### config.mk
export PLATFORM = sky130hd
export DESIGN_NAME = signed_int_to_ascii_radix
export DESIGN_NICKNAME = d
export VERILOG_FILES = /design/src/hdl/sitoa_pkg.sv /design/src/hdl/signed_int_to_ascii_radix.sv
export SDC_FILE = /design/constraint.sdc
export NUM_CORES = 1
export LEC_CHECK = 0
export BUFFER_PORTS_ARGS = -buffer_cell sky130_fd_sc_hd__buf_2
export CORE_MARGIN = 2
export CORE_UTILIZATION = 33
export CTS_CLUSTER_DIAMETER = 40
export DETAILED_ROUTE_END_ITERATION = 6
export PLACE_DENSITY = 0.47
export SYNTH_ARGS = -nofsm -noshare
export SYNTH_HDL_FRONTEND = slang
export SYNTH_SLANG_ARGS = --single-unit
export TNS_END_PERCENT = 20
### constraint.sdc
create_clock -name clk -period 24.3 [get_ports clk]
set_clock_uncertainty 0.15 [all_clocks]
set_input_delay 0 -clock clk [delete_from_list [all_inputs] [get_ports clk]]
set_output_delay 0 -clock clk [all_outputs]
set_load 0.05 [all_outputs]
### src/hdl/sitoa_pkg.sv
// Shared types, constants and helpers for the signed integer to ASCII converter.
package sitoa_pkg;

  localparam int RADIX_W = 6;
  localparam int CHAR_W = 7;
  localparam int DIGIT_W = 6;
  localparam int OUT_DATA_W = 8;
  localparam int DIV_STEPS = 4;

  localparam logic [RADIX_W-1:0] RADIX_MIN = 6'd2;
  localparam logic [RADIX_W-1:0] RADIX_MAX = 6'd36;
  localparam logic [DIGIT_W-1:0] DIGIT_MAX = 6'd35;
  localparam logic [DIGIT_W-1:0] DEC_DIGITS = 6'd10;

  localparam logic [CHAR_W-1:0] MINUS_CODE = 7'h2d;
  localparam logic [CHAR_W-1:0] ZERO_CODE = 7'h30;
  localparam logic [CHAR_W-1:0] LOWER_A_CODE = 7'h61;
  localparam logic [CHAR_W-1:0] ERROR_CODE = 7'h00;

  typedef enum logic [2:0] {
    S_IDLE,
    S_DIV,
    S_SIGN,
    S_FETCH,
    S_LOAD,
    S_HOLD
  } state_t;

  function automatic logic [CHAR_W-1:0] digit_char(input logic [DIGIT_W-1:0] d);
    logic [DIGIT_W-1:0] dc;
    logic [CHAR_W-1:0] code;
    dc = (d > DIGIT_MAX) ? DIGIT_MAX : d;
    if (dc < DEC_DIGITS) begin
      code = ZERO_CODE + {1'b0, dc};
    end else begin
      code = LOWER_A_CODE + {1'b0, dc} - {1'b0, DEC_DIGITS};
    end
    return code;
  endfunction

endpackage

### src/hdl/signed_int_to_ascii_radix.sv
// Signed integer to ASCII text converter with selectable radix.
//
// Input stream (s_axis_*): one word holds a signed value and a radix. The word
// is taken only while the converter is idle; s_axis_tready stays low from the
// accepted word until the last character of its text has been taken.
// Output stream (m_axis_*): one character per word, most significant first, a
// leading '-' for negative values; tlast marks the final character. A radix
// outside 2..36 gives one word with char 0, tlast high and tuser high.
// Timing: the magnitude is divided by the radix in a shared restoring divider
// that retires 4 quotient bits per cycle. The digits are kept in a small store
// and then read back in reverse, most significant first.
// Reset clears the sequencer and the output valid; the digit store is not
// cleared. When the receiver stalls, the output word is held and nothing else
// advances.
module signed_int_to_ascii_radix #(
  parameter int VALUE_BITS = 32
) (
  input  logic clk,
  input  logic rst,
  input  logic s_axis_tvalid,
  output logic s_axis_tready,
  // [VALUE_BITS-1:0] number, then [5:0] radix, zero padded to whole bytes
  input  logic [((VALUE_BITS + sitoa_pkg::RADIX_W + 7) / 8) * 8 - 1:0] s_axis_tdata,
  output logic m_axis_tvalid,
  input  logic m_axis_tready,
  // [6:0] char_code, [7] zero
  output logic [sitoa_pkg::OUT_DATA_W-1:0] m_axis_tdata,
  output logic m_axis_tlast,
  // [0] radix_error
  output logic [0:0] m_axis_tuser
);

  localparam int STEPS = sitoa_pkg::DIV_STEPS;
  localparam int NBLK = (VALUE_BITS + STEPS - 1) / STEPS;
  localparam int DW = NBLK * STEPS;
  localparam int BC_W = (NBLK > 1) ? $clog2(NBLK) : 1;
  localparam int IDX_W = $clog2(VALUE_BITS);
  localparam int CNT_W = $clog2(VALUE_BITS + 1);
  localparam int RW = sitoa_pkg::RADIX_W;
  localparam int DGW = sitoa_pkg::DIGIT_W;
  localparam int CW = sitoa_pkg::CHAR_W;

  sitoa_pkg::state_t state, state_next;
  logic [DW-1:0] quo, quo_next;
  logic [DGW-1:0] rem, rem_next;
  logic [RW-1:0] rad, rad_next;
  logic [BC_W-1:0] bit_cnt, bit_cnt_next;
  logic [CNT_W-1:0] cnt, cnt_next;
  logic neg, neg_next;
  logic [IDX_W-1:0] idx, idx_next;
  logic out_valid, out_valid_next;
  logic [CW-1:0] out_char, out_char_next;
  logic out_last, out_last_next;
  logic out_err, out_err_next;

  logic [DGW-1:0] store [VALUE_BITS];
  logic [DGW-1:0] rd_data;
  logic st_wr;

  logic [VALUE_BITS-1:0] in_num;
  logic [RW-1:0] in_rad;
  logic in_neg;
  logic [VALUE_BITS-1:0] in_mag;
  logic rad_ok;
  logic in_take;
  logic out_take;

  logic [DW-1:0] quo_step;
  logic [DGW-1:0] rem_step;
  logic [CNT_W-1:0] cnt_inc;

  assign in_num = s_axis_tdata[VALUE_BITS-1:0];
  assign in_rad = s_axis_tdata[VALUE_BITS +: RW];
  assign in_neg = in_num[VALUE_BITS-1];
  assign in_mag = in_neg ? (~in_num + 1'b1) : in_num;
  assign rad_ok = (in_rad >= sitoa_pkg::RADIX_MIN) && (in_rad <= sitoa_pkg::RADIX_MAX);
  assign s_axis_tready = (state == sitoa_pkg::S_IDLE);
  assign in_take = s_axis_tvalid && s_axis_tready;
  assign out_take = out_valid && m_axis_tready;
  assign cnt_inc = cnt + 1'b1;

  assign m_axis_tvalid = out_valid;
  assign m_axis_tdata = {{(sitoa_pkg::OUT_DATA_W - CW){1'b0}}, out_char};
  assign m_axis_tlast = out_last;
  assign m_axis_tuser = out_err;

  // Restoring divider slice: retire STEPS quotient bits.
  always_comb begin
    logic [DW-1:0] q;
    logic [DGW-1:0] r;
    logic [DGW:0] t;
    logic ge;
    q = quo;
    r = rem;
    for (int k = 0; k < STEPS; k++) begin
      t = {r, q[DW-1]};
      ge = (t >= {1'b0, rad});
      r = ge ? DGW'(t - {1'b0, rad}) : t[DGW-1:0];
      q = {q[DW-2:0], ge};
    end
    quo_step = q;
    rem_step = r;
  end

  always_ff @(posedge clk) begin
    if (rst) begin
      state <= sitoa_pkg::S_IDLE;
      cnt <= '0;
      neg <= 1'b0;
      out_valid <= 1'b0;
    end else begin
      state <= state_next;
      cnt <= cnt_next;
      neg <= neg_next;
      out_valid <= out_valid_next;
    end
  end

  always_ff @(posedge clk) begin
    quo <= quo_next;
    rem <= rem_next;
    rad <= rad_next;
    bit_cnt <= bit_cnt_next;
    idx <= idx_next;
    out_char <= out_char_next;
    out_last <= out_last_next;
    out_err <= out_err_next;
  end

  always_ff @(posedge clk) begin
    if (st_wr) begin
      store[cnt[IDX_W-1:0]] <= rem_step;
    end
    rd_data <= store[idx];
  end

  always_comb begin
    state_next = state;
    quo_next = quo;
    rem_next = rem;
    rad_next = rad;
    bit_cnt_next = bit_cnt;
    cnt_next = cnt;
    neg_next = neg;
    idx_next = idx;
    out_valid_next = out_valid;
    out_char_next = out_char;
    out_last_next = out_last;
    out_err_next = out_err;
    st_wr = 1'b0;
    case (state)
      sitoa_pkg::S_IDLE: begin
        if (in_take) begin
          if (!rad_ok) begin
            cnt_next = '0;
            neg_next = 1'b0;
            out_valid_next = 1'b1;
            out_char_next = sitoa_pkg::ERROR_CODE;
            out_last_next = 1'b1;
            out_err_next = 1'b1;
            state_next = sitoa_pkg::S_HOLD;
          end else begin
            quo_next = DW'(in_mag);
            rem_next = '0;
            rad_next = in_rad;
            bit_cnt_next = BC_W'(NBLK - 1);
            cnt_next = '0;
            neg_next = in_neg;
            state_next = sitoa_pkg::S_DIV;
          end
        end
      end
      sitoa_pkg::S_DIV: begin
        if (bit_cnt == '0) begin
          st_wr = 1'b1;
          cnt_next = cnt_inc;
          if ((quo_step == '0) || (cnt_inc == CNT_W'(VALUE_BITS))) begin
            idx_next = cnt[IDX_W-1:0];
            state_next = neg ? sitoa_pkg::S_SIGN : sitoa_pkg::S_FETCH;
          end else begin
            quo_next = quo_step;
            rem_next = '0;
            bit_cnt_next = BC_W'(NBLK - 1);
          end
        end else begin
          quo_next = quo_step;
          rem_next = rem_step;
          bit_cnt_next = bit_cnt - 1'b1;
        end
      end
      sitoa_pkg::S_SIGN: begin
        out_valid_next = 1'b1;
        out_char_next = sitoa_pkg::MINUS_CODE;
        out_last_next = 1'b0;
        out_err_next = 1'b0;
        state_next = sitoa_pkg::S_HOLD;
      end
      sitoa_pkg::S_FETCH: begin
        state_next = sitoa_pkg::S_LOAD;
      end
      sitoa_pkg::S_LOAD: begin
        out_valid_next = 1'b1;
        out_char_next = sitoa_pkg::digit_char(rd_data);
        out_last_next = (idx == '0);
        out_err_next = 1'b0;
        if (idx != '0) begin
          idx_next = idx - 1'b1;
        end
        state_next = sitoa_pkg::S_HOLD;
      end
      sitoa_pkg::S_HOLD: begin
        if (out_take) begin
          out_valid_next = 1'b0;
          state_next = out_last ? sitoa_pkg::S_IDLE : sitoa_pkg::S_FETCH;
        end
      end
      default: begin
        state_next = sitoa_pkg::S_IDLE;
        out_valid_next = 1'b0;
      end
    endcase
  end

  a_one_at_a_time: assert property (@(posedge clk) disable iff (rst)
    !(s_axis_tready && m_axis_tvalid))
    else $error("input taken while a word is pending");

  a_error_word: assert property (@(posedge clk) disable iff (rst)
    (out_valid && out_err) |-> (out_last && (out_char == sitoa_pkg::ERROR_CODE)))
    else $error("error word malformed");

  a_ready_after_last: assert property (@(posedge clk) disable iff (rst)
    (out_take && out_last) |=> s_axis_tready)
    else $error("not ready after final word");

  a_count_bound: assert property (@(posedge clk) disable iff (rst)
    cnt <= CNT_W'(VALUE_BITS))
    else $error("digit count overflow");

  a_sign_first: assert property (@(posedge clk) disable iff (rst)
    (state == sitoa_pkg::S_SIGN) |-> (neg && $past(state) == sitoa_pkg::S_DIV))
    else $error("sign emitted out of order");

endmodule

==> run_results.csv <==
group,metric,value,unit
outcome,outcome,"finished clean",
timing,setup_violations,0,
clock_tree,postCtsHoldBufs,57,
floorplanning,die_h,203.2,um
layout,layout-drive-gt1-share,21.01,%
layout,layout.nets,1118,
setup_path,worstPathRequired,24290,ps
timing,fmax,95.46,MHz
global_route,grt_pass1_wl,47.77,mm
clock_tree,htree_num_levels,2,
clock_tree,clock_path_buffers,3,
yosys,postSynthCellCount,918,
floorplanning,rows,72,
global_route,antenna_found_initial,0,
place,gp_congestion,0.8034,
yosys,ys_seq_area_share,60.63,%
setup_path,r2r_cells,30,
route,via_count,7991,
clock_tree,cts_setup_buffers,0,
yosys,syn_nets,1000,
global_route,grt_pass1_vias,8268,
yosys,netlist_area,0.01309,mm2
layout,n_antenna_cell,0,
setup_path,worstPathMaxFanout,32,
place,dp_hpwl,19.71,mm
clock_tree,clkLatencyLatePin,530,ps
yosys,synth-main-ff-cell,"edfxtp_1",
yosys,yosysWarnings,0,
timing,worst_slew_pin_slew,1246,ps
route,drtAntennaViolNets,0,
route,vias_per_cell,5.045,
clock_tree,root_buffer,"clkbuf_16",
layout,syn_to_final_growth,21.22,%
clock_tree,cts_tree,"built",
setup_path,critPathCapture,"store[31][5]",
floorplanning,die_x,203.2,um
global_route,grt-ovfl-total,0,
place,port_buffers,52,
route,drcViolationCount,0,
setup_path,slowest_delay,920,ps
timing,rsz0062_at_grt,"false",
global_route,grt_usage,15.09,%
setup_path,cp-end-kind,"register",
route,drt-total-wl,30.46,mm
global_route,grt_max_degree,59,
timing,fin_setup_tns,0,ps
timing,max-slew-margin-rel,16.75,%
yosys,syn_area_per_cell,14.26,um2
yosys,synth_cell_types,78,
floorplanning,ios,56,
setup_path,r2r_slack,13820,ps
setup_path,worstPathArrival,10460,ps
clock_tree,clkTransAtPathRegs,50,ps
timing,post-route-min-period,10480,ps
hold_path,hold_class,"input pin to register",
setup_path,r2r-start,"rad[4]",
yosys,async_flop_share,0,%
yosys,synth_edf_count,253,
route,dr.pass1.iters,5,
clock_tree,cts_inserted_buffers,41,
setup_path,r2r-end,"store[31][5]",
setup_path,setup.worst_path.start,"rad[4]",
route,drt_iter0_markers,536,
setup_path,crit_slowest_cell,"nand2_1",
timing,hold_violations,0,
yosys,synth_seq_cells,270,
timing,fin_crit_sh,43.11,%
floorplanning,core,0.03892,mm2
setup_path,path_class,"register to register",
setup_path,start_kind,"register",
route,wl_per_cell,19.23,um
clock_tree,clock-sinks,270,
clock_tree,cts.repair.resized,0,
setup_path,crit_top_cell,"o21ai_0",
timing,slew_violations,0,
floorplanning,initial_utilization,33.64,%
floorplanning,die-area,0.04128,mm2
run,maxCapViolCount,0,
==> through the flow <==
step | cells | setup WS [ps] | hold WS, ps | cell area (um2) | util [%]
2_1_floorplan | 918 | 13980 | -51.13 | 13090 | -
5_1_grt | 1584 | 13080 | 83.78 | 15870 | 40.78
3_3_place_gp | 1454 | 13830 | 47.20 | 13890 | 35.70
3_5_place_dp | 1454 | 13840 | 51.22 | 13890 | 35.70
4_1_cts | 1584 | 13820 | 59.59 | 15870 | 40.78
6_report | 1584 | 13820 | 86.72 | 15870 | 40.78
==> sequential cells by signal (all words and copies together) (netlist names) <==
name           count
store            192
quo               32
out_char           7
cnt                6
rad                6
rd_data            6
rem                6
idx                5
bit_cnt            3
state              3
m_axis_tlast       1
m_axis_tuser       1
m_axis_tvalid      1
neg                1
==> layout by cell type, fill, tap and decap left out, types with 12 or more instances in the layout <==
cell type      count
buf_2             52
dlygate4sd3_1     57
nor2_1            68
inv_1             30
mux2_2            12
xnor2_1           16
ha_1              34
nand2_1           71
o21ai_0           53
clkbuf_16         42
xor2_1            32
dfxtp_1           17
a21oi_1           35
edfxtp_1         253
mux4_2            60
==> layer usage <==
metal  global-route usage, %  vias to the layer above  wire, um
met4                   3.910                        0       558
met3                   2.589                       52      1272
met2                   24.74                      157     14470
met5                       0                        -         0
li1                        -                     3828         -
met1                   20.80                     3954     14170
==> how the worst min path moves through the flow <==
| stage | from | end | slack [ps] | cells after the start |
|---|---|---|---|---|
| 6_report | s_axis_tdata[35] | rad[3] | 90 | 2 |
| 3_5_place_dp | s_axis_tdata[32] | rad[0] | 50 | 1 |
| 3_3_place_gp | s_axis_tdata[36] | rad[4] | 50 | 1 |
| 4_1_cts | s_axis_tdata[36] | rad[4] | 60 | 2 |
| 5_1_grt | s_axis_tdata[36] | rad[4] | 80 | 2 |
| 2_1_floorplan | s_axis_tdata[32] | rad[0] | -50 | 0 |
==> Yosys cell counts (3+ instances only) <==
master,n,share of area [%]
edfxtp_1,253,58
nand2_1,71,2.0
nor2_1,68,1.9
mux4_2,60,10
o21ai_0,53,2.0
a21oi_1,38,1.5
ha_1,34,3.2
xor2_1,32,2.1
inv_1,30,0.86
clkbuf_1,27,0.77
dfxtp_1,17,2.6
xnor2_1,16,1.1
mux2_2,12,1.0
nor3_1,12,0.46
a211oi_1,11,0.63
a21o_1,11,0.63
buf_1,10,0.29
mux2i_1,10,0.76
o31ai_1,9,0.52
or4_1,9,0.52
nand2b_1,8,0.38
nand3_1,8,0.31
nor4_1,7,0.33
and3_1,6,0.29
nor2b_1,6,0.29
o211ai_1,5,0.29
o21a_1,5,0.29
o41ai_1,5,0.33
fa_1,4,0.61
nand3b_1,4,0.23
nand4_1,4,0.19
o21ai_1,4,0.15
or2_1,4,0.19
or3_1,4,0.19
and2_1,3,0.14
or2_2,3,0.14
==> cell families after synthesis <==
logic type	Yosys count	synth area share (%)
compound gates	170	8.659
buf+inv	70	2.151
fa+ha+maj	39	3.938
flops	270	60.63
other cells	1	0.02864
xor+xnor	48	3.211
simple gates	237	9.147
mux	83	12.23
==> final cells by class <==
class	instances	area [um2]
clock buffer	46	1066
fill	3640	23050
inverter	30	112.6
clock inverter	27	339.1
sequential	270	7938
timing repair buffer	115	875.8
multi-input combinational	578	4890
tap	518	648.1
==> critical path: cells and delay by family, from the launching register on <==
family / cells / cell delay [ps]
adders and majority gates: 4 / 1440
buffers and inverters: 1 / 130
muxes: 2 / 790
AOI/OAI and AO/OA: 15 / 4280
DFF: 1 / 320
and+or+nand+nor: 8 / 2980
Power is left out: the tool's default activity adds up to more than one toggle a clock period on the data nets, which glitch-free logic cannot reach.
